## config.mk

```make
export PLATFORM = sky130hd
export DESIGN_NAME = vl7p_arith
export DESIGN_NICKNAME = d
export VERILOG_FILES = /design/src/rtl/core/vl7p_pkg.sv /design/src/rtl/core/vl7p_arith.sv
export SDC_FILE = /design/constraint.sdc
export NUM_CORES = 1
export LEC_CHECK = 0
export BUFFER_PORTS_ARGS = -buffer_cell sky130_fd_sc_hd__buf_2
export CELL_PAD_IN_SITES_DETAIL_PLACEMENT = 1
export CELL_PAD_IN_SITES_GLOBAL_PLACEMENT = 1
export CORE_MARGIN = 5
export CORE_UTILIZATION = 45
export DETAILED_ROUTE_END_ITERATION = 7
export PLACE_DENSITY_LB_ADDON = 0.1
export SLEW_MARGIN = 40
export SYNTH_ARGS = -nofsm -noshare
export SYNTH_HDL_FRONTEND = slang
export SYNTH_SLANG_ARGS = --single-unit
```

## constraint.sdc

```tcl
create_clock -name clk -period 18.51 [get_ports clk]
set_input_delay 5.553 -clock clk [delete_from_list [all_inputs] [get_ports clk]]
set_output_delay 5.553 -clock clk [all_outputs]
set_load 0.01 [all_outputs]
```

## src/rtl/core/vl7p_pkg.sv

```systemverilog
// ============================================================================
// vl7p_pkg - shared types and constants of the 7-point volume Laplacian
// Sizes, payload structs, register indexes and the divide-by-six reciprocal.
// ============================================================================
package vl7p_pkg;

	localparam int MAX_EXTENT  = 64;
	localparam int SAMPLE_BITS = 16;
	localparam int MIN_EXTENT  = 3;
	localparam int SIZE_RESET  = 64;

	localparam int EXT_W       = $clog2(MAX_EXTENT + 1);
	localparam int IDX_W       = $clog2(MAX_EXTENT);
	localparam int ADDR_W      = 2 * IDX_W + 1;
	localparam int STORE_DEPTH = 2 ** ADDR_W;

	localparam int CFG_W     = 7;
	localparam int CFG_IDX_W = 2;

	localparam int RES_W  = SAMPLE_BITS + 1;
	localparam int SUM1_W = SAMPLE_BITS + 2;
	localparam int DIFF_W = SAMPLE_BITS + 4;
	localparam int MAG_W  = SAMPLE_BITS + 3;

	// floor(v / 6) == (v * RECIP) >> RECIP_SHIFT for every v below 2**MAG_W
	localparam int     RECIP_SHIFT = MAG_W + 3;
	localparam int     RECIP_W     = RECIP_SHIFT - 2;
	localparam longint RECIP       = ((longint'(1) << RECIP_SHIFT) + 5) / 6;
	localparam int     PROD_W      = MAG_W + RECIP_W;

	typedef logic [CFG_IDX_W-1:0] cfg_index_t;
	localparam cfg_index_t CFG_SIZE_SLOW = 2'd0;
	localparam cfg_index_t CFG_SIZE_MID  = 2'd1;
	localparam cfg_index_t CFG_SIZE_FAST = 2'd2;

	typedef logic [ADDR_W-1:0] addr_t;

	typedef struct packed {
		logic signed [SAMPLE_BITS-1:0] sample;
		logic                          flush;
	} voxel_t;

	typedef struct packed {
		logic signed [RES_W-1:0] laplacian;
		logic                    final_voxel;
	} result_t;

	typedef struct packed {
		logic has_result;
		logic interior;
		logic last;
		logic x_zero;
	} scan_info_t;

	typedef struct packed {
		addr_t wr;
		addr_t east;
		addr_t up;
		addr_t down;
	} store_addr_t;

	typedef struct packed {
		logic signed [SAMPLE_BITS-1:0] east;
		logic signed [SAMPLE_BITS-1:0] up;
		logic signed [SAMPLE_BITS-1:0] down;
		logic signed [SAMPLE_BITS-1:0] back;
	} store_rd_t;

endpackage

```

## src/rtl/core/vl7p_arith.sv

```systemverilog
// ============================================================================
// vl7p_arith - stencil window, sum and rounded divide by six
// Elastic pipeline: input, sum, magnitude, product and result registers.
// ============================================================================
module vl7p_arith import vl7p_pkg::*; (
	input  logic                          clk,
	input  logic                          arst_n,
	input  logic                          load,
	input  scan_info_t                    info,
	input  logic signed [SAMPLE_BITS-1:0] sample,
	input  store_rd_t                     rd,
	output logic                          ready,
	output logic                          result_valid,
	input  logic                          result_stall,
	output result_t                       result
);

	localparam logic [RECIP_W-1:0] RECIP_K = RECIP_W'(RECIP);

	logic                          v1_q, v2_q, v3_q, v4_q, out_valid_q;
	logic                          en1, en2, en3, en4, en_out;

	scan_info_t                    info_s1;
	logic signed [SAMPLE_BITS-1:0] sample_s1;
	logic signed [SAMPLE_BITS-1:0] c_q, w_q;

	logic signed [SUM1_W-1:0]      sum1_s2;
	logic signed [DIFF_W-1:0]      sum2_s2;
	logic                          interior_s2, last_s2;

	logic [MAG_W-1:0]              mag_s3;
	logic                          neg_s3, interior_s3, last_s3;

	logic [PROD_W-1:0]             prod_s4;
	logic                          neg_s4, interior_s4, last_s4;

	result_t                       result_q;

	logic signed [SUM1_W-1:0]      sum1_d;
	logic signed [DIFF_W-1:0]      six_c, sum2_d, diff_d;
	logic [DIFF_W-1:0]             abs_d;
	logic [MAG_W-1:0]              mag_d;
	logic [PROD_W-1:0]             prod_d;
	logic [RES_W-1:0]              quot;
	logic signed [RES_W-1:0]       lap_d;

	always_comb begin
		en_out = !out_valid_q || !result_stall;
		en4    = !v4_q || en_out;
		en3    = !v3_q || en4;
		en2    = !v2_q || en3;
		en1    = !v1_q || en2;
		ready  = en1;

		// window: east from the store, centre and west from the column taps
		sum1_d = SUM1_W'(rd.up) + SUM1_W'(rd.down) + SUM1_W'(w_q) + SUM1_W'(rd.east);
		six_c  = (DIFF_W'(c_q) <<< 2) + (DIFF_W'(c_q) <<< 1);
		sum2_d = DIFF_W'(rd.back) + DIFF_W'(sample_s1) - six_c;

		diff_d = DIFF_W'(sum1_s2) + sum2_s2;
		abs_d  = diff_d[DIFF_W-1] ? DIFF_W'(-diff_d) : DIFF_W'(diff_d);
		mag_d  = MAG_W'(abs_d) + MAG_W'(3);

		prod_d = PROD_W'(mag_s3) * PROD_W'(RECIP_K);

		quot   = prod_s4[PROD_W-1 -: RES_W];
		lap_d  = !interior_s4 ? '0 : (neg_s4 ? RES_W'(-quot) : RES_W'(quot));
	end

	always_ff @(posedge clk or negedge arst_n) begin
		if (!arst_n) begin
			v1_q        <= 1'b0;
			v2_q        <= 1'b0;
			v3_q        <= 1'b0;
			v4_q        <= 1'b0;
			out_valid_q <= 1'b0;
		end else begin
			if (en1)    v1_q        <= load;
			if (en2)    v2_q        <= v1_q && info_s1.has_result;
			if (en3)    v3_q        <= v2_q;
			if (en4)    v4_q        <= v3_q;
			if (en_out) out_valid_q <= v4_q;
		end
	end

	always_ff @(posedge clk) begin
		if (load) begin
			info_s1   <= info;
			sample_s1 <= sample;
		end
		// advance the column taps on every item, first-plane ones too
		if (v1_q && en2) begin
			c_q         <= rd.east;
			w_q         <= info_s1.x_zero ? rd.up : c_q;
			sum1_s2     <= sum1_d;
			sum2_s2     <= sum2_d;
			interior_s2 <= info_s1.interior;
			last_s2     <= info_s1.last;
		end
		if (v2_q && en3) begin
			mag_s3      <= mag_d;
			neg_s3      <= diff_d[DIFF_W-1];
			interior_s3 <= interior_s2;
			last_s3     <= last_s2;
		end
		if (v3_q && en4) begin
			prod_s4     <= prod_d;
			neg_s4      <= neg_s3;
			interior_s4 <= interior_s3;
			last_s4     <= last_s3;
		end
		if (v4_q && en_out) begin
			result_q <= '{laplacian: lap_d, final_voxel: last_s4};
		end
	end

	assign result_valid = out_valid_q;
	assign result       = result_q;

endmodule

```

==> metrics.cfg <==
[sta]
slew_headroom=0.4805
clock_skew_ns=0.01098
period_share=0.6340
rsz0062_at_grt=false
tightest_slew_ns=0.7737
hold_viol=0
final-max-slew-violation-count=0
timing.fmax_mhz=85.21
hold_slack_ns=0.4144
setup_viol=0
setup_tns_ns=0
finalWorstPathRequiredPeriod_ns=11.74

[finish]
diodes=0
drive_gt1_frac=0.1102
regArea_mm2=0.004690
fillers=3685
multi_input_area_mm2=0.009630
nets=1959
area.growth.synth_to_final_pct=10.72
fin_area_mm2=0.01700

[synth]
syn_area_mm2=0.01535
syn_avg_cell_area_um2=11.02
synth_edf_count=152
synthCells=1393
synth_top_cell_area_share=0.2974
synth_area_leader_cell=edfxtp_1
ys_seq_elements=157
synth_ff_type=edfxtp_1
syn_nets=1841
yosysUniqueCellTypes=69
yosysSeqAreaShare=0.3055
synth_warnings=0
ys_top_cells_by_area=edfxtp_1 30%, fa_1 22%, ha_1 15%
yosysMostFrequentCell=inv_1
synthArstFlopShare=0.03185
synth_commonest_cells=262 x inv_1, 190 x ha_1, 170 x fa_1

[clock_network]
cts_root_buf=clkbuf_16
clk_pin_slew_ns=0.07
post_cts_buffers=0
cts_max_level=4
clockBufferDepth=2
post_cts_resized=0
insertion_delay_ns=0.45
cts.sinks=157
cts_hold_buffers=0
cts_tree=done
tritoncts.num_buffers=17

[detailed_routing]
drt_iter0_markers=329
first_pass_iters=6
postRouteAntennaNets=0
routed_via_density=5.132
wl_um=32110
wire_per_inst_um=16.28
vias=10121
drc=0

[setup_path]
cp.required_ns=12.96
crit_end=ready
reg2reg_to=prod_s4[38]$_DFFE_PP_
setup.worst_path.class=in2out
cp_data_arrival_time_ns=6.18
endpoint_kind=output port
reg2reg_from=mag_s3[15]$_DFFE_PP_
r2r_cells=23
start_kind=input pin
worstPathMaxFanout=5
cp-startpoint=result_stall
reg2reg_slack_ns=11.13

[floorplanning]
core_area_mm2=0.03362
ioPinCount=108
initial_utilization=0.4566
die_y_um=194.7
rows=67
dieArea_mm2=0.03790
die_w_um=194.7

[hold_path]
hp-class=reg2reg

[grt]
grt_pass1_vias=11484
grt_max_degree=73
grt_pass1_wl_um=55120
antenna_found_initial=0
grtUsageTotal=0.1774
overflow=0

[placed_design]
dp_hpwl_um=27210
place.port_buffers=107
placed_area_mm2=0.01644
gp_congestion=0.8467

[status]
outcome=complete, no violations

[run]
maxCapViolations=0

==> registers in the layout (all words and copies together), names as in the netlist, 4 cells and up <==
name       flops
mag_s3        19
sum1_s2       18
prod_s4       17
info_s1        4
sum2_s2       20
result        18
sample_s1     16
c_q           16
w_q           16
==> final cells by class <==
cell class | count | share of cell area
Inverter | 262 | 0.05787
Tap cell | 448 | 0.03298
Timing Repair Buffer | 112 | 0.03416
Clock inverter | 12 | 0.006111
Sequential cell | 157 | 0.2759
Multi-Input combinational cell | 961 | 0.5667
Clock buffer | 20 | 0.02628
==> metrics by stage <==
stage,utilization,std cells,setup slack (ns)
CTS,0.5056,1972,6.766
global placement,0.4887,1939,6.784
finish,0.5056,1972,6.775
floorplan,-,1393,7.027
global route,0.5056,1972,6.700
detailed placement,0.4892,1940,6.773
==> worst max-delay path, stage by stage <==
cell     delay (ns)
buf_2          0.10
and3_1         0.24
nand4_1        0.14
buf_2          0.16
==> cell families after synthesis <==
logic type,count (synthesis),synth area share
adder cells (fa/ha/maj),360,0.3766
flip-flops,157,0.3055
buffers and inverters,275,0.06733
XOR/XNOR,99,0.05698
multiplexers,8,0.005706
AO/OA/AOI/OAI,241,0.1049
AND/OR/NAND/NOR,253,0.08298
==> cell usage in the layout, fill, tap and decap left out, types with 5 or more instances in the layout <==
cell | Yosys | final
ha_1 | 190 | 190
a21boi_0 | 11 | 10
xor2_1 | 23 | 23
dfrtp_1 | 5 | 5
o31a_1 | 5 | 5
nor2_1 | 59 | 59
and3_1 | 13 | 13
fa_1 | 170 | 170
nand2_1 | 63 | 63
a21oi_1 | 52 | 52
o21bai_1 | 5 | 5
clkbuf_16 | 0 | 17
a31oi_1 | 7 | 7
and2_1 | 21 | 19
a21o_1 | 26 | 26
o21a_1 | 9 | 9
nand2b_1 | 10 | 10
a211o_1 | 5 | 5
inv_1 | 262 | 262
or3_1 | 9 | 9
inv_6 | 0 | 5
nor2b_1 | 9 | 9
a211oi_1 | 5 | 5
nand3_1 | 21 | 21
o21ai_0 | 64 | 64
mux2i_1 | 5 | 5
buf_2 | 1 | 107
edfxtp_1 | 152 | 152
nor3_1 | 22 | 22
o31ai_1 | 6 | 6
or4_1 | 7 | 7
or2_2 | 5 | 5
xnor2_1 | 75 | 75
==> metal layers <==
| metal | global-route usage | vias to the layer above | routed length, µm |
|---|---|---|---|
| li1 | - | 4972 | - |
| met1 | 0.2154 | 5007 | 13910 |
| met2 | 0.3277 | 105 | 16920 |
| met3 | 0.02735 | 37 | 693 |
| met4 | 0.04870 | 0 | 582 |
| met5 | 0 | - | 0 |
==> worst min-delay path by stage <==
stage,start,endpoint,slack [ns],cells after the start
2_1_floorplan,info_s1[2]$_DFFE_PP_,interior_s2$_DFFE_PP_,0.40,0
5_1_grt,info_s1[2]$_DFFE_PP_,interior_s2$_DFFE_PP_,0.43,0
3_3_place_gp,interior_s3$_DFFE_PP_,interior_s4$_DFFE_PP_,0.40,0
6_report,interior_s3$_DFFE_PP_,interior_s4$_DFFE_PP_,0.41,0
3_5_place_dp,interior_s2$_DFFE_PP_,interior_s3$_DFFE_PP_,0.41,0
4_1_cts,interior_s3$_DFFE_PP_,interior_s4$_DFFE_PP_,0.42,0
Power is not shown: default switching activity piles up to over one toggle a cycle in this logic, so the estimate is an artifact.
