## src/rtl/core/vl7p_pkg.sv

```systemverilog
// ============================================================================
// vl7p_pkg - shared types and constants of the 7-point volume Laplacian
// Sizes, payload structs, register indexes and the divide-by-six reciprocal.
// ============================================================================
package vl7p_pkg;

	localparam int MAX_EXTENT  = 64;
	localparam int SAMPLE_BITS = 16;
	localparam int MIN_EXTENT  = 3;
	localparam int SIZE_RESET  = 64;

	localparam int EXT_W       = $clog2(MAX_EXTENT + 1);
	localparam int IDX_W       = $clog2(MAX_EXTENT);
	localparam int ADDR_W      = 2 * IDX_W + 1;
	localparam int STORE_DEPTH = 2 ** ADDR_W;

	localparam int CFG_W     = 7;
	localparam int CFG_IDX_W = 2;

	localparam int RES_W  = SAMPLE_BITS + 1;
	localparam int SUM1_W = SAMPLE_BITS + 2;
	localparam int DIFF_W = SAMPLE_BITS + 4;
	localparam int MAG_W  = SAMPLE_BITS + 3;

	// floor(v / 6) == (v * RECIP) >> RECIP_SHIFT for every v below 2**MAG_W
	localparam int     RECIP_SHIFT = MAG_W + 3;
	localparam int     RECIP_W     = RECIP_SHIFT - 2;
	localparam longint RECIP       = ((longint'(1) << RECIP_SHIFT) + 5) / 6;
	localparam int     PROD_W      = MAG_W + RECIP_W;

	typedef logic [CFG_IDX_W-1:0] cfg_index_t;
	localparam cfg_index_t CFG_SIZE_SLOW = 2'd0;
	localparam cfg_index_t CFG_SIZE_MID  = 2'd1;
	localparam cfg_index_t CFG_SIZE_FAST = 2'd2;

	typedef logic [ADDR_W-1:0] addr_t;

	typedef struct packed {
		logic signed [SAMPLE_BITS-1:0] sample;
		logic                          flush;
	} voxel_t;

	typedef struct packed {
		logic signed [RES_W-1:0] laplacian;
		logic                    final_voxel;
	} result_t;

	typedef struct packed {
		logic has_result;
		logic interior;
		logic last;
		logic x_zero;
	} scan_info_t;

	typedef struct packed {
		addr_t wr;
		addr_t east;
		addr_t up;
		addr_t down;
	} store_addr_t;

	typedef struct packed {
		logic signed [SAMPLE_BITS-1:0] east;
		logic signed [SAMPLE_BITS-1:0] up;
		logic signed [SAMPLE_BITS-1:0] down;
		logic signed [SAMPLE_BITS-1:0] back;
	} store_rd_t;

endpackage

```

## src/rtl/core/vl7p_scan.sv

```systemverilog
// ============================================================================
// vl7p_scan - size registers and raster position of the incoming stream
// Tracks plane, row and column, classifies each request and forms addresses.
// ============================================================================
module vl7p_scan import vl7p_pkg::*; (
	input  logic             clk,
	input  logic             arst_n,
	input  logic             cfg_we,
	input  cfg_index_t       cfg_index,
	input  logic [CFG_W-1:0] cfg_data,
	input  logic             accept,
	input  logic             flush,
	output logic             load,
	output scan_info_t       info,
	output store_addr_t      addr
);

	function automatic logic [EXT_W-1:0] clamp_size(input logic [CFG_W-1:0] v);
		if (int'(v) < MIN_EXTENT) begin
			return EXT_W'(MIN_EXTENT);
		end else if (int'(v) > MAX_EXTENT) begin
			return EXT_W'(MAX_EXTENT);
		end else begin
			return EXT_W'(v);
		end
	endfunction

	logic [EXT_W-1:0] size_slow_q, size_mid_q, size_fast_q;
	logic [EXT_W-1:0] z_q;
	logic [IDX_W-1:0] y_q, x_q;

	logic             cfg_hit;
	logic             x_wrap, y_wrap, z_wrap, origin;
	logic [EXT_W-1:0] z_n;
	logic [IDX_W-1:0] y_n, x_n;
	logic             oz_par;

	always_comb begin
		cfg_hit = cfg_we && (cfg_index == CFG_SIZE_SLOW || cfg_index == CFG_SIZE_MID ||
			cfg_index == CFG_SIZE_FAST);
		x_wrap  = (EXT_W'(x_q) + EXT_W'(1)) == size_fast_q;
		y_wrap  = (EXT_W'(y_q) + EXT_W'(1)) == size_mid_q;
		z_wrap  = z_q == size_slow_q;
		origin  = (x_q == '0) && (y_q == '0) && (z_q == '0);
		x_n = x_wrap ? '0 : x_q + IDX_W'(1);
		y_n = y_q;
		z_n = z_q;
		if (x_wrap) begin
			y_n = y_wrap ? '0 : y_q + IDX_W'(1);
			if (y_wrap) begin
				z_n = z_wrap ? '0 : z_q + EXT_W'(1);
			end
		end
		// drop padding that arrives while no volume is in progress
		load = accept && !(origin && flush);

		info.has_result = z_q != '0;
		info.interior   = (z_q >= EXT_W'(2)) && (z_q < size_slow_q) &&
			(y_q != '0) && ((EXT_W'(y_q) + EXT_W'(1)) < size_mid_q) &&
			(x_q != '0) && ((EXT_W'(x_q) + EXT_W'(1)) < size_fast_q);
		info.last       = z_wrap && y_wrap && x_wrap;
		info.x_zero     = x_q == '0;

		// the plane one behind lies in the other half of the store
		oz_par    = ~z_q[0];
		addr.wr   = {z_q[0], y_q, x_q};
		addr.east = {oz_par, y_q, x_q + IDX_W'(1)};
		addr.up   = (x_q == '0) ? {oz_par, y_q, IDX_W'(0)} :
			{oz_par, y_q - IDX_W'(1), x_q};
		addr.down = {oz_par, y_q + IDX_W'(1), x_q};
	end

	always_ff @(posedge clk or negedge arst_n) begin
		if (!arst_n) begin
			size_slow_q <= clamp_size(CFG_W'(SIZE_RESET));
			size_mid_q  <= clamp_size(CFG_W'(SIZE_RESET));
			size_fast_q <= clamp_size(CFG_W'(SIZE_RESET));
			z_q <= '0;
			y_q <= '0;
			x_q <= '0;
		end else begin
			if (cfg_we) begin
				case (cfg_index)
					CFG_SIZE_SLOW: size_slow_q <= clamp_size(cfg_data);
					CFG_SIZE_MID:  size_mid_q  <= clamp_size(cfg_data);
					CFG_SIZE_FAST: size_fast_q <= clamp_size(cfg_data);
					default: ;
				endcase
			end
			if (cfg_hit) begin
				z_q <= '0;
				y_q <= '0;
				x_q <= '0;
			end else if (load) begin
				z_q <= z_n;
				y_q <= y_n;
				x_q <= x_n;
			end
		end
	end

	a_pos_in_range: assert property (@(posedge clk) disable iff (!arst_n)
		(EXT_W'(x_q) < size_fast_q) && (EXT_W'(y_q) < size_mid_q) && (z_q <= size_slow_q))
		else $error("scan position outside the configured volume");

	a_size_clamped: assert property (@(posedge clk) disable iff (!arst_n)
		(size_fast_q >= EXT_W'(MIN_EXTENT)) && (size_fast_q <= EXT_W'(MAX_EXTENT)) &&
		(size_mid_q >= EXT_W'(MIN_EXTENT)) && (size_slow_q >= EXT_W'(MIN_EXTENT)))
		else $error("size register outside its clamped range");

	a_wrap_to_origin: assert property (@(posedge clk) disable iff (!arst_n)
		(load && info.last && !cfg_we) |=> origin)
		else $error("position did not return to origin after the flush plane");

endmodule

```

## config.mk

```make
export PLATFORM = sky130hd
export DESIGN_NAME = vl7p_scan
export DESIGN_NICKNAME = d
export VERILOG_FILES = /design/src/rtl/core/vl7p_pkg.sv /design/src/rtl/core/vl7p_scan.sv
export SDC_FILE = /design/constraint.sdc
export NUM_CORES = 1
export LEC_CHECK = 0
export BUFFER_PORTS_ARGS = -buffer_cell sky130_fd_sc_hd__buf_2
export CAP_MARGIN = 20
export CORE_ASPECT_RATIO = 1.25
export CORE_UTILIZATION = 30
export DETAILED_ROUTE_END_ITERATION = 8
export PLACE_DENSITY = 0.5
export SLEW_MARGIN = 5
export SYNTH_ARGS = -nofsm -noshare
export SYNTH_HDL_FRONTEND = slang
export SYNTH_SLANG_ARGS = --single-unit
```

## constraint.sdc

```tcl
create_clock -name clk -period 2.5 [get_ports clk]
set_input_delay 0.5 -clock clk [delete_from_list [all_inputs] [get_ports clk]]
set_output_delay 0.5 -clock clk [all_outputs]
set_load 0.02 [all_outputs]
```

==> results of run 1 <==
==> power by group through the flow <==
stage	logic [mW]	registers, mW	clock network, mW
after floorplan	0.559	0.786	0
after global placement	0.904	0.772	0
after detailed placement	0.910	0.777	0
after CTS	0.933	0.766	0.781
after global routing	1.09	0.772	0.801
final	0.996	0.764	0.759
==> layout make-up <==
class                           instances  share of cell area [%]
Clock buffer                            6                    3.48
Multi-Input combinational cell        228                    44.8
Clock inverter                          2                   0.973
Inverter                               29                    2.73
Sequential cell                        40                    25.5
Tap cell                              123                    3.86
Timing Repair Buffer                  120                    18.6
==> per-layer routing <==
layer  wire, um  track usage (%)  part of all wire (%)
met1       3660             22.3                    45
met2       4160             30.4                    51
met3        203             1.79                   2.5
met4        186             6.45                   2.3
met5          0                0                     0
==> Yosys cell counts, drive strengths merged <==
| library cell | instances | area, um^2 |
|---|---|---|
| o2111ai | 1 | 8.76 |
| xor2 | 6 | 52.6 |
| a41oi | 5 | 43.8 |
| nand4b | 1 | 8.76 |
| nand2 | 36 | 135 |
| or2 | 2 | 12.5 |
| clkbuf | 11 | 42.5 |
| o21ai | 28 | 140 |
| o22ai | 4 | 25.0 |
| o21bai | 2 | 15.0 |
| nand4 | 5 | 31.3 |
| and2 | 2 | 12.5 |
| nor2b | 1 | 6.26 |
| nor4 | 3 | 18.8 |
| or4b | 1 | 10.0 |
| o31ai | 2 | 28.8 |
| dfstp | 3 | 78.8 |
| or3 | 7 | 43.8 |
| xnor2 | 7 | 61.3 |
| or4 | 1 | 8.76 |
| nand3b | 2 | 15.0 |
| nor3b | 1 | 7.51 |
| nand2b | 4 | 25.0 |
| or3b | 1 | 8.76 |
| buf | 21 | 146 |
| and3 | 4 | 27.5 |
| mux2 | 3 | 33.8 |
| mux2i | 1 | 10.0 |
| nand3 | 20 | 105 |
| nor3 | 4 | 20.0 |
| a31oi | 6 | 37.5 |
| a21oi | 16 | 80.1 |
| o311ai | 1 | 16.3 |
| nor2 | 19 | 71.3 |
| inv | 29 | 109 |
| ha | 28 | 350 |
| a21o | 3 | 22.5 |
| a22o | 1 | 8.76 |
| dfrtp | 37 | 926 |
==> cells by family after synthesis <==
| kind of cell | synth area share (%) |
|---|---|
| XOR/XNOR | 4.06 |
| AO/OA/AOI/OAI | 15.2 |
| buffers and inverters | 10.6 |
| flip-flops | 35.8 |
| adder cells (fa/ha/maj) | 12.5 |
| AND/OR/NAND/NOR | 20.2 |
| multiplexers | 1.56 |
==> state kept, by name (all words and copies together), names as in the netlist <==
register,flops
y_q,6
size_slow_q,7
x_q,6
z_q,7
size_fast_q,7
size_mid_q,7
==> worst reg2reg max path: stages, from the launching register on <==
cell      delay [ns]
dfrtp_2         0.43
nand3_2         0.18
nor2_4          0.17
xor2_4          0.09
ha_1            0.30
nand4_1         0.19
nor2_4          0.16
buf_4           0.14
o311ai_2        0.10
or4b_1          0.48
a21oi_1         0.14
==> timing repair <==
item	CTS	global route
gates cloned	0	0
pin swaps	5	11
gates resized for setup	8	13
endpoints found under the setup margin	4	9
setup buffers	1	9
==> path summary, 6_finish.rpt <==
kind,cells past startpoint,slack [ns],end,from
min in group clk,2,0.48,size_fast_q[2]$_DFFE_PN0P_,size_fast_q[2]$_DFFE_PN0P_
min,2,0.27,y_q[5]$_DFFE_PN0P_,arst_n
max,9,-0.44,info[2],x_q[0]$_DFFE_PN0P_
max in group asynchronous,2,1.82,x_q[1]$_DFFE_PN0P_,arst_n
min reg2reg,2,0.48,size_fast_q[2]$_DFFE_PN0P_,size_fast_q[2]$_DFFE_PN0P_
max reg2reg,10,0.06,y_q[2]$_DFFE_PN0P_,x_q[0]$_DFFE_PN0P_
==> stage by stage <==
step	cell area [um^2]	setup TNS (ns)	util [%]	setup WS, ns
6_report	3990	-0.598	43.7	-0.436
5_1_grt	3990	-1.47	43.7	-0.530
4_1_cts	3840	-0.640	42.1	-0.442
3_5_place_dp	3630	-0.145	39.8	-0.145
3_3_place_gp	3630	-0.0626	39.8	-0.0626
2_1_floorplan	3040	-0.0735	-	-0.0735
==> implementation parameters, run 1 <==
Parameter                              Value

Critical path
  Master of the slowest instance on the critical path ... dfrtp_2
  Data required time at the worst endpoint ... 2.00 ns
  Sequence of cells on the critical path ... ha_4, nand3_4, nor2_2, ha_1, a22o_1, nor4_2, o2111ai_2, nor3_2, buf_4
  Crit path max fanout ... 5
  Element type at the critical path end ... output port
  Buffer and inverter count on the worst path ... 1
  Critical path launch point type ... flop
  Maximum cell stage delay along the critical path ... 0.46 ns
  Startpoint-to-endpoint class of the critical path ... flop to output port
  Cell family contributing the most delay on the critical path ... simple AND/OR/NAND/NOR gates
  Data arrival time of the worst path ... 2.44 ns

Logic synthesis
  Post-synthesis register bit count ... 40
  Unique masters post-synth ... 48
  Cell area after technology mapping ... 0.00281 mm^2
  Syn. warnings ... 0
  Average size of a mapped cell ... 8.53 um^2
  Part of the Yosys area used for sequential elements ... 35.8%
  Mapped Cells ... 329
  Net count of the mapped netlist ... 371

GRT
  Largest net degree at the start of global routing ... 41
  Wire length of the first global-routing pass ... 12700 um
  Remaining global-route overflow ... 0
  Global-route usage over all layers ... 17.5%
  Initial antenna violation count ... 0
  Vias in the first global route ... 2412

Timing
  Clock period minus final worst setup slack ... 2.94 ns
  Slew Limit Headroom ... 64.7%
  Share of the clock period used by the worst path after layout ... 117%
  Worst Skew ... 0.00614 ns
  Endpoints failing setup ... 2
  Unrepaired setup endpoints after global routing ... yes
  Maximum clock rate ... 0.341 GHz
  Slew at the pin closest to its max-slew limit ... 0.530 ns
  Least setup slack across all paths after layout ... -0.436 ns
  Final slew viol count ... 0
  Final-layout worst hold slack ... 0.268 ns
  Final hold violation count ... 0

Cells and area
  # fillers ... 931
  Post-Layout Cell Count ... 548
  Leading cell type in the layout, fill and taps excluded ... buf_2
  Share of layout cells above drive strength 1 ... 44.7%
  Highest-count cells in the layout ignoring fill and taps ... buf_2 (67), buf_4 (51), nand2_1 (34)
  Final-stage net count ... 466
  Flip-flop and latch area ... 0.00102 mm^2
  Antenna diode count ... 0
  Multi-input gate area ... 0.00179 mm^2
  Area overhead of the layout relative to synthesis ... 42.1%

Power
  Net Sw Power ... 884 uW
  Fraction of power spent switching nets ... 35.1%
  Power per standard cell area ... 632 mW/mm^2
  IR Drop Worst-Case VDD ... 303 uV
  Static leakage ... 1.93 nW
  Logic pwr share ... 39.5%
  Portion of total power attributed to the clock network ... 30.1%
  Flop pwr share ... 30.3%
  Total Power ... 2.52 mW
  Design internal power ... 1.63 mW

Die
  Number of ports placed on the die boundary ... 71
  Die extent in y ... 110 um
  Floorplan Core Area ... 0.00913 mm^2
  Number of rows in the core area ... 39
  Die width ... 88.5 um
  Die outline area ... 0.00974 mm^2
  Initial Utilization ... 30.7%

Route
  Post-route antenna net violation count ... 0
  Wire length after detailed routing ... 8210 um
  Number of DRC markers after the initial detailed-route iteration ... 132
  Routed length per instance ... 15.0 um
  Remaining DRCs ... 0
  Detail-routed via count per cell ... 4.80
  Pre-Repair DR Iteration Count ... 6
  Via count ... 2631

Placed design
  DP Wirelength ... 6480 um
  Port bufs ... 70
  RD Place Congestion ... 0.789
  Placed Cells ... 530

Clocking
  Clk Latency, worst-skew pair ... 0.28 ns
  Largest buffer count on any clock path ... 2
  Number of hold buffers added after cts ... 0
  Clock transition at the registers of the reported paths ... 0.06 ns
  H-Tree Level Count ... 2
  TritonCTS Buffers ... 5
  TritonCTS clock tree ... done
  Sinks on Clock Net ... 40
  Master cell of the clock root buffer ... clkbuf_16

Min path
  Class of the tightest hold or removal check ... primary input to asynchronous set/reset pin

Outcome
  Outcome ... finished with violations
  Violations in the final reports ... setup timing

Job
  Max capacitance violation total ... 0
(Power assumes the default switching activity.)
==> inputs of run 2 (changes only) <==
- PLACE_DENSITY: 0.5 -> 0.48
- REMOVE_ABC_BUFFERS: unset -> 1
- clock period: 2.5 -> 2.81 ns (I/O delays scaled with it)
==> run 2 against run 1 <==
Against the previous run:
- final cell count increased by 0.36%
- the flow still finishes with violations (setup timing)
- critical endpoint unchanged
- largest power group unchanged
- worst hold slack gained 0.14 ns
- global-route usage hardly changed
- via count grew 1.3%
- first-iteration DRC count is 0.76% higher
- largest cell class unchanged
- register-to-register slack improved by 0.11 ns
- highest routed layer unchanged
==> implementation parameters, run 2 (synthesis results as in run 1) <==
Parameter                              Value

Outcome
  Outcome ... finished with violations
  Violations in the final reports ... setup timing

Timing
  Maximum clock rate ... 0.341 GHz
  Share of the clock period used by the worst path after layout ... 104%
  Slew at the pin closest to its max-slew limit ... 0.922 ns
  Final hold violation count ... 0
  Endpoints failing setup ... 1
  Slew Limit Headroom ... 38.5%
  Worst Skew ... 0.00318 ns
  Final-layout worst hold slack ... 0.412 ns
  Final slew viol count ... 0
  Unrepaired setup endpoints after global routing ... yes
  Clock period minus final worst setup slack ... 2.93 ns
  Least setup slack across all paths after layout ... -0.122 ns

Critical path
  Reg-to-reg critical path endpoint ... z_q[1]$_DFFE_PN0P_
  Critical path launch point type ... flop
  Reg2reg setup slack ... 0.17 ns
  Reg2reg path depth ... 11
  Reg2Reg Launch Point ... x_q[0]$_DFFE_PN0P_
  Startpoint-to-endpoint class of the critical path ... flop to output port
  Data required time at the worst endpoint ... 2.25 ns
  Data arrival time of the worst path ... 2.37 ns
  Crit path max fanout ... 3
  Element type at the critical path end ... output port

Clocking
  Master cell of the clock root buffer ... clkbuf_16
  Clock transition at the registers of the reported paths ... 0.06 ns
  H-Tree Level Count ... 2
  Number of hold buffers added after cts ... 0
  TritonCTS clock tree ... done
  TritonCTS Buffers ... 5
  Sinks on Clock Net ... 40
  Clk Latency, worst-skew pair ... 0.28 ns
  Largest buffer count on any clock path ... 2

Die
  Die outline area ... 0.00974 mm^2
  Initial Utilization ... 30.7%
  Number of ports placed on the die boundary ... 71
  Die width ... 88.5 um
  Number of rows in the core area ... 39
  Floorplan Core Area ... 0.00913 mm^2
  Die extent in y ... 110 um

Route
  Routed length per instance ... 14.9 um
  Via count ... 2665
  Detail-routed via count per cell ... 4.85
  Number of DRC markers after the initial detailed-route iteration ... 133
  Remaining DRCs ... 0
  Wire length after detailed routing ... 8200 um
  Post-route antenna net violation count ... 0
  Pre-Repair DR Iteration Count ... 4

Power
  Net Sw Power ... 771 uW
  Static leakage ... 1.96 nW
  Power per standard cell area ... 568 mW/mm^2
  Logic pwr share ... 38.2%
  Portion of total power attributed to the clock network ... 31.5%
  Fraction of power spent switching nets ... 34.7%
  IR Drop Worst-Case VDD ... 253 uV
  Design internal power ... 1.45 mW
  Flop pwr share ... 30.3%

Placed design
  DP Wirelength ... 6060 um
  Port bufs ... 70
  Placed Cells ... 520
  RD Place Congestion ... 0.835
  Dpl ws ... 0.00244 ns

GRT
  Global-route usage over all layers ... 17.5%
  Initial antenna violation count ... 0
  Vias in the first global route ... 2454
  Largest net degree at the start of global routing ... 41
  Remaining global-route overflow ... 0
  Wire length of the first global-routing pass ... 12900 um

Cells and area
  Share of layout cells above drive strength 1 ... 41.2%
  Highest-count cells in the layout ignoring fill and taps ... buf_2 (68), buf_4 (51), nand2_1 (35)
  Final-stage net count ... 468
  # fillers ... 930
  Antenna diode count ... 0
  Post-Layout Cell Count ... 550
  Area overhead of the layout relative to synthesis ... 39.3%
  Leading cell type in the layout, fill and taps excluded ... buf_2

Job
  Max capacitance violation total ... 0

Min path
  Class of the tightest hold or removal check ... primary input to asynchronous set/reset pin
run 2: cell count changes in the layout (fill, tap and decap cells not counted), sizes merged:
cell,before,now
clkinv,1,0
clkbuf,6,7
buf,120,122
run 2: cell type report:
cell class / instances / area [um^2] / share of cell area (%)
clock buffers: 7 / 153 / 3.91
multi-input cells: 228 / 1700 / 43.4
inverters: 29 / 109 / 2.79
well taps: 123 / 154 / 3.94
clock inverters: 1 / 30.0 / 0.769
repair buffers: 122 / 757 / 19.4
flip-flops and latches: 40 / 1010 / 25.8
run 2: worst max-delay path by stage:
stage	startpoint	to	slack [ns]	cells past startpoint
CTS	x_q[1]$_DFFE_PN0P_	info[2]	-0.08	10
floorplan	x_q[0]$_DFFE_PN0P_	info[2]	-0.63	9
global placement	x_q[0]$_DFFE_PN0P_	info[2]	0.03	10
global route	x_q[0]$_DFFE_PN0P_	info[2]	-0.25	11
finish	x_q[0]$_DFFE_PN0P_	info[2]	-0.12	10
detailed placement	x_q[0]$_DFFE_PN0P_	info[2]	0.002	10
run 2: power groups by stage:
stage / clock network [mW] / logic [mW] / registers (mW)
after floorplan: 0 / 0.440 / 0.704
after detailed placement: 0 / 0.756 / 0.677
final: 0.700 / 0.847 / 0.672
after global routing: 0.728 / 0.950 / 0.678
after global placement: 0 / 0.754 / 0.672
after CTS: 0.708 / 0.818 / 0.671
run 2: critical path, cell delays in order (launching register included):
cell	delay, ns
dfrtp_1	0.41
ha_4	0.18
nand3_4	0.09
xnor2_2	0.15
ha_1	0.31
a21oi_1	0.14
o22ai_1	0.10
a31oi_1	0.17
o2111ai_1	0.15
nor3_2	0.21
buf_4	0.18
run 2: through the flow:
step | util, % | instance area (um^2) | setup TNS, ns | power [mW]
after global placement | 36.7 | 3350 | 0 | 1.43
after CTS | 41.3 | 3770 | -0.108 | 2.20
after floorplan | - | 2620 | -2.26 | 1.14
after detailed placement | 36.7 | 3350 | 0 | 1.43
final | 42.8 | 3910 | -0.122 | 2.22
after global routing | 42.8 | 3910 | -0.324 | 2.36
run 2: repair_timing:
item | CTS | global route
endpoints found under the setup margin | 2 | 3
setup buffers | 15 | 7
resized for setup | 28 | 15
pin swaps | 15 | 16
run 2: routing by layer:
| layer | GRT usage [%] | part of all wire, % | vias up |
|---|---|---|---|
| li1 | - | - | 1319 |
| met1 | 22.2 | 45 | 1252 |
| met2 | 30.2 | 49 | 82 |
| met3 | 2.90 | 3.8 | 12 |
| met4 | 5.18 | 2.2 | 0 |
| met5 | 0 | 0 | - |
